`src/rtl/zdat_pkg.sv`:
```
// ----------------------------------------------------------------------------
// zdat_pkg
// Shared types, constants and helpers for the zoned disk access timer.
// ----------------------------------------------------------------------------
package zdat_pkg;

  localparam int DIV_NW = 64;  // dividend / quotient width
  localparam int DIV_DW = 27;  // divisor / remainder width

  localparam logic [63:0] NS_HALF_REV = 64'd30000000000;
  localparam logic [35:0] NS_FULL_REV = 36'd60000000000;

  localparam int CFG_IW = 3;
  localparam int CFG_DW = 32;

  localparam logic [CFG_IW-1:0] REG_SURFACES  = 3'd0;
  localparam logic [CFG_IW-1:0] REG_TRACKS    = 3'd1;
  localparam logic [CFG_IW-1:0] REG_INNER     = 3'd2;
  localparam logic [CFG_IW-1:0] REG_OUTER     = 3'd3;
  localparam logic [CFG_IW-1:0] REG_SPIN      = 3'd4;
  localparam logic [CFG_IW-1:0] REG_BPS       = 3'd5;
  localparam logic [CFG_IW-1:0] REG_SEEK_FIX  = 3'd6;
  localparam logic [CFG_IW-1:0] REG_SEEK_STEP = 3'd7;

  typedef struct packed {
    logic        opcode;
    logic [63:0] start_time;
    logic [47:0] byte_address;
    logic [31:0] byte_length;
  } req_t;

  typedef struct packed {
    logic [63:0] finish_time;
    logic        beyond_capacity;
  } rsp_t;

  typedef struct packed {
    logic              start;
    logic [DIV_NW-1:0] dividend;
    logic [DIV_DW-1:0] divisor;
  } div_req_t;

  typedef struct packed {
    logic              done;
    logic [DIV_NW-1:0] quot;
    logic [DIV_DW-1:0] rem;
  } div_rsp_t;

  function automatic logic [63:0] sat_add(input logic [63:0] a, input logic [63:0] b);
    logic [64:0] s;
    s = {1'b0, a} + {1'b0, b};
    return s[64] ? {64{1'b1}} : s[63:0];
  endfunction

endpackage

```
`src/rtl/zdat_div.sv`:
```
// ----------------------------------------------------------------------------
// zdat_div
// Restoring divider, one quotient bit per cycle.
// ----------------------------------------------------------------------------
module zdat_div (
  input  logic               clk,
  input  logic               rst,
  input  zdat_pkg::div_req_t req,
  output zdat_pkg::div_rsp_t rsp
);

  localparam int NW = zdat_pkg::DIV_NW;
  localparam int DW = zdat_pkg::DIV_DW;
  localparam int CW = $clog2(NW + 1);

  logic [NW-1:0] dvd;
  logic [DW-1:0] rem;
  logic [DW-1:0] dsr;
  logic [CW-1:0] cnt;
  logic          busy;
  logic          done;
  logic [DW:0]   shifted;
  logic [DW:0]   trial;

  always_comb begin
    shifted = {rem, dvd[NW-1]};
    trial   = shifted - {1'b0, dsr};
  end

  always_ff @(posedge clk) begin
    if (rst) begin
      busy <= 1'b0;
      done <= 1'b0;
    end else if (req.start) begin
      dvd  <= req.dividend;
      dsr  <= req.divisor;
      rem  <= '0;
      cnt  <= CW'(NW);
      busy <= 1'b1;
      done <= 1'b0;
    end else if (busy) begin
      if (!trial[DW]) begin
        rem <= trial[DW-1:0];
        dvd <= {dvd[NW-2:0], 1'b1};
      end else begin
        rem <= shifted[DW-1:0];
        dvd <= {dvd[NW-2:0], 1'b0};
      end
      cnt <= cnt - CW'(1);
      if (cnt == CW'(1)) begin
        busy <= 1'b0;
        done <= 1'b1;
      end
    end else begin
      done <= 1'b0;
    end
  end

  assign rsp.done = done;
  assign rsp.quot = dvd;
  assign rsp.rem  = rem;

endmodule
```
`config.mk`:
```
export PLATFORM = sky130hd
export DESIGN_NAME = zdat_div
export DESIGN_NICKNAME = d
export VERILOG_FILES = /design/src/rtl/zdat_pkg.sv /design/src/rtl/zdat_div.sv
export SDC_FILE = /design/constraint.sdc
export NUM_CORES = 1
export LEC_CHECK = 0
export ABC_CLOCK_PERIOD_IN_PS = 11460
export BUFFER_PORTS_ARGS = -buffer_cell sky130_fd_sc_hd__buf_4
export CAP_MARGIN = 5
export CORE_AREA = 2 2 100 126
export DETAILED_ROUTE_END_ITERATION = 16
export DIE_AREA = 0 0 102 128
export PLACE_DENSITY = 0.86
export SLEW_MARGIN = 15
export SYNTH_ARGS = -nofsm -noshare
export SYNTH_HDL_FRONTEND = slang
export SYNTH_SLANG_ARGS = --single-unit
```
`constraint.sdc`:
```
create_clock -name clk -period 11.46 [get_ports clk]
set_input_delay 1.146 -clock clk [delete_from_list [all_inputs] [get_ports clk]]
set_output_delay 1.146 -clock clk [all_outputs]
set_load 0.05 [all_outputs]
```
==> Yosys cells after proc, flatten, opt, wreduce, memory -nomap -nowiden <==
Index checks and enable logic that the tools add are counted.
{ "word_totals": {"reg_bits": 127, "inputBits": 94, "elab_cells": 24} }
{ "op_classes": {"n_addsub": 2, "eq_ne": 1, "n_mux": 9, "n_bitwise": 2, "n_reduce_logical": 4} }
{ "ops": {"columns": ["op", "n"], "rows": [
  ["$mux 64", 2],
  ["$mux 27", 2],
  ["$sub 28x27->28", 1],
  ["$eq 7x1->1 const B", 1],
  ["$mux 7", 1],
  ["$sub 7x1->7 const B", 1],
  ["$mux 1", 4],
  ["$reduce_and 2->1", 2],
  ["$reduce_or 3->1", 1],
  ["$not 1->1", 2],
  ["$reduce_bool 2->1", 1]
]} }

==> Longest topological paths before layout <==
{ "logic_depth": {"ltp_word": 4, "depth_mapped": 14, "ltp_nobuf": 13} }

==> Worst setup path after synthesis <==
OpenSTA, ideal clock, no wires.
{ "synth_timing": {"path_kind": "input port to flip-flop", "start": "in req[91] (netlist bit)", "end": "reg cnt[0] (enable)", "arrival_ns": 5.892, "t_required_ns": 10.905, "path_slack_ns": 5.012, "path_stages": 4, "n_path_buf": 2, "cell_sequence": "clkbuf_1 > clkbuf_1 > nor2_1 > nor2_1"} }
{ "synth_via": {"elab_chain_len": 2} }
{ "synth_lines": {"columns": ["item", "line", "source"], "rows": [
  ["from (decl)", "zdat_div.sv:8", "input zdat_pkg::div_req_t req,"],
  ["$reduce_bool 2->1 (no source line)", null, null],
  ["$reduce_and 2->1 (no source line)", null, null],
  ["to (signal assigned)", "zdat_div.sv:38", "cnt <= CW'(NW);"],
  ["to (signal assigned)", "zdat_div.sv:49", "cnt <= cnt - CW'(1);"],
  ["to (decl)", "zdat_div.sv:19", "logic [CW-1:0] cnt;"]
]} }
No other way between the ends.
A chain may end at the register's enable or synchronous reset.

==> Final worst setup path <==
{ "layout_timing": {"start": "reg rem[5]", "end": "reg rem[6] (data pin)"} }
{ "layout_via": {"elab_chain_len": 3} }
{ "layout_lines": {"columns": ["item", "line", "source"], "rows": [
  ["from (decl)", "zdat_div.sv:17", "logic [DW-1:0] rem;"],
  ["from (signal assigned)", "zdat_div.sv:43", "rem <= trial[DW-1:0];"],
  ["from (signal assigned)", "zdat_div.sv:46", "rem <= shifted[DW-1:0];"],
  ["$sub 28x27->28", "zdat_div.sv:27", "trial = shifted - {1'b0, dsr};"],
  ["$mux 27 *", "zdat_div.sv:42", "if (!trial[DW]) begin"],
  ["$mux 27 *", "zdat_div.sv:41", "end else if (busy) begin"]
]} }
Every way passes the cells marked *; elsewhere a longest branch is shown, timed or not. The select of a mux whose other input is x is not followed.

==> reports/metrics.cfg <==
[clock_network]
clock-sinks=127
clock-root-buffer=clkbuf_16
cts_made_buffers=17
cts_resized=0
ctsHoldBuffers=0
clkTransAtPathRegs_ns=0.06
cts_tree=yes
clock_latency_ns=0.42
clockBufferDepth=2
cts_max_level=4
cts_setup_buffers=0

[setup_path]
crit_type=flip-flop to flip-flop
cp_slowest_cell=buf_4
required_ns=11.59
cp-start-kind=flip-flop
crit_family=compound AO/OA/AOI/OAI gates
critPathMaxFanout=27
cp_data_arrival_time_ns=3.59
path_cells=ha_1 > a2111oi_0 > nor3_1 > o21ai_1 > a311oi_2 > o21ai_1 > o21a_1 > a221o_1 > buf_4 > mux2i_1 > nor2_1
worst-r2r-setup-slack_ns=8.00
r2r_start=rem[5]
reg2reg_depth=11
end_kind=flip-flop
r2r_end=rem[6]
path_buf_inv=1
cpPeakStageDelay_ns=0.46
path_common_cell=o21ai_1

[die]
die_w_um=102
die_area_um2=13100
die_y_um=128
io_pins=186
core_um2=11900
rows=45
start_util_pct=55.2

[final_layout]
final_layout_size_suffix_gt1_share_pct=40.7
final_nets=814
area_growth_pct=31.9
diodes=0

[place]
place.gp.congestion=0.871
portBuffers=185
dp.final_hpwl_mm=10.9
dp_slack_ns=7.75

[yosys]
synth_cells=500
ys_seq_elements=127
synth-main-ff-cell=edfxtp_1
syn_area_per_cell_um2=13.2
syn_area_um2=6580
async_flop_share_pct=0
ys_types=51
synth-warning-count=0
syn_nets=624
yosysSeqAreaShare_pct=57.6
synth_edf_count=125

[sta]
fin_setup_tns_ns=0
finalSetupViolCount=0
max-slew-margin-rel_pct=26.6
tightest_slew_ns=1.10
final-hold-violation-count=0
drv_slew=0
skew_ns=0.00893
maxClockFrequency_ghz=0.289
fin_ws_ns=8.00
finalCriticalPeriod_ns=3.46
rsz0062_at_grt=no
finalCritPeriodShare_pct=30.2

[grt]
grt_pass1_vias=5024
overflow=0
antenna_found_initial=0
grt_usage_pct=23.9
grt_max_degree=74
grt_pass1_wl_mm=23.7

[hold_path]
min_path_cells=1
whs_endpoint=done
min_from=busy
hold_class=flip-flop to flip-flop

[drt]
drc=0
wl_mm=15.2
wl_per_cell_um=17.6
dr.pass1.iters=4
drtIter0Drc=208
antenna_left=0
num_vias=4792
routed_via_density=5.54

[power]
leakagePower_nw=3.68
ir_drop_mv=0.132
powerDensity_nw_per_um2=169

[flow_run]
drv_cap=0

[outcome]
outcome=finished clean

[logic make-up after synthesis]
group / Yosys count / share of synthesized area, %
XOR/XNOR: 24 / 3.19
buffers and inverters: 50 / 3.19
multiplexers: 88 / 14.6
flip-flops: 127 / 57.6
adder cells (fa/ha/maj): 30 / 5.82
AND/OR/NAND/NOR: 96 / 6.63
AO/OA/AOI/OAI: 85 / 8.95
[routing by layer]
layer | part of all wire, % | global-route usage (%) | wire (µm)
met1 | 37 | 26.4 | 5660
met4 | 1.7 | 9.02 | 259
met2 | 52 | 40.7 | 7950
met3 | 8.8 | 10.1 | 1330
met5 | 0 | 0 | 0
[cells in the final DEF (no fill, tap or decap), types with 15 or more instances in the layout]
cell         n
inv_1       32
mux2_2      63
buf_4      189
ha_1        29
a21oi_1     24
mux2i_1     24
xnor2_1     16
nand2_1     15
edfxtp_1   125
nor2_1      47
clkbuf_16   17
[synthesized netlist by cell type (all sizes together) (2+ instances only)]
master    n  area (µm²)
edfxtp  125        3750
nand3     3        15.0
a21oi    24         120
nand2b    3        18.8
mux2i    24         240
and3      7        43.8
mux2     64         721
a21o      8        60.1
o21a     11        82.6
nand4     2        12.5
dfxtp     2        40.0
xor2      8        70.1
nor2     49         184
nand2    15        56.3
a211oi    3        22.5
xnor2    16         140
nor2b     3        18.8
nor4b     2        17.5
a211o     4        35.0
ha       29         363
a2111o    2        22.5
inv      32         120
o21ai    14        70.1
a221o     2        20.0
nor3      8        40.0
o211ai    2        15.0
buf       8        52.6
a21boi    2        15.0
a31o      2        17.5
clkbuf   10        37.5
[state kept, by name, summed over array words and instances, names as in the netlist]
| signal | cells |
|---|---|
| busy | 1 |
| done | 1 |
| dsr | 27 |
| dvd | 64 |
| rem | 27 |
| cnt | 7 |
[worst max path at each step]
| stage | start | to | slack, ns | cells past startpoint |
|---|---|---|---|---|
| floorplan | req[91] | cnt[0] | 5.01 | 4 |
| global placement | req[91] | dvd[17] | 7.86 | 4 |
| detailed placement | req[91] | dvd[17] | 7.75 | 4 |
| CTS | rem[5] | rem[16] | 8.01 | 11 |
| global route | rem[5] | rem[6] | 7.74 | 11 |
| finish | rem[5] | rem[6] | 8.00 | 11 |
[power by group]
group | internal (mW) | switching (mW)
clock network | 0.316 | 0.194
logic | 0.151 | 0.228
registers | 0.559 | 0.0223
total | 1.03 | 0.445
[per-stage QoR]
step	hold WS [ns]	utilization, %	instance area (µm²)	power (mW)	std cells
2_1_floorplan	0.460	-	6580	0.861	500
3_3_place_gp	0.467	68.1	8130	0.953	835
3_5_place_dp	0.472	68.1	8130	0.966	835
4_1_cts	0.480	72.7	8680	1.48	865
5_1_grt	0.502	72.7	8680	1.53	865
6_report	0.477	72.7	8680	1.47	865
[layout make-up]
type / instances / area [µm²]
Clock inverter: 11 / 120
Multi-Input combinational cell: 323 / 2590
Inverter: 32 / 120
Tap cell: 164 / 205
Fill cell: 822 / 3260
Timing Repair Buffer: 189 / 1420
Sequential cell: 127 / 3790
Clock buffer: 19 / 433
(Power assumes the default switching activity.)
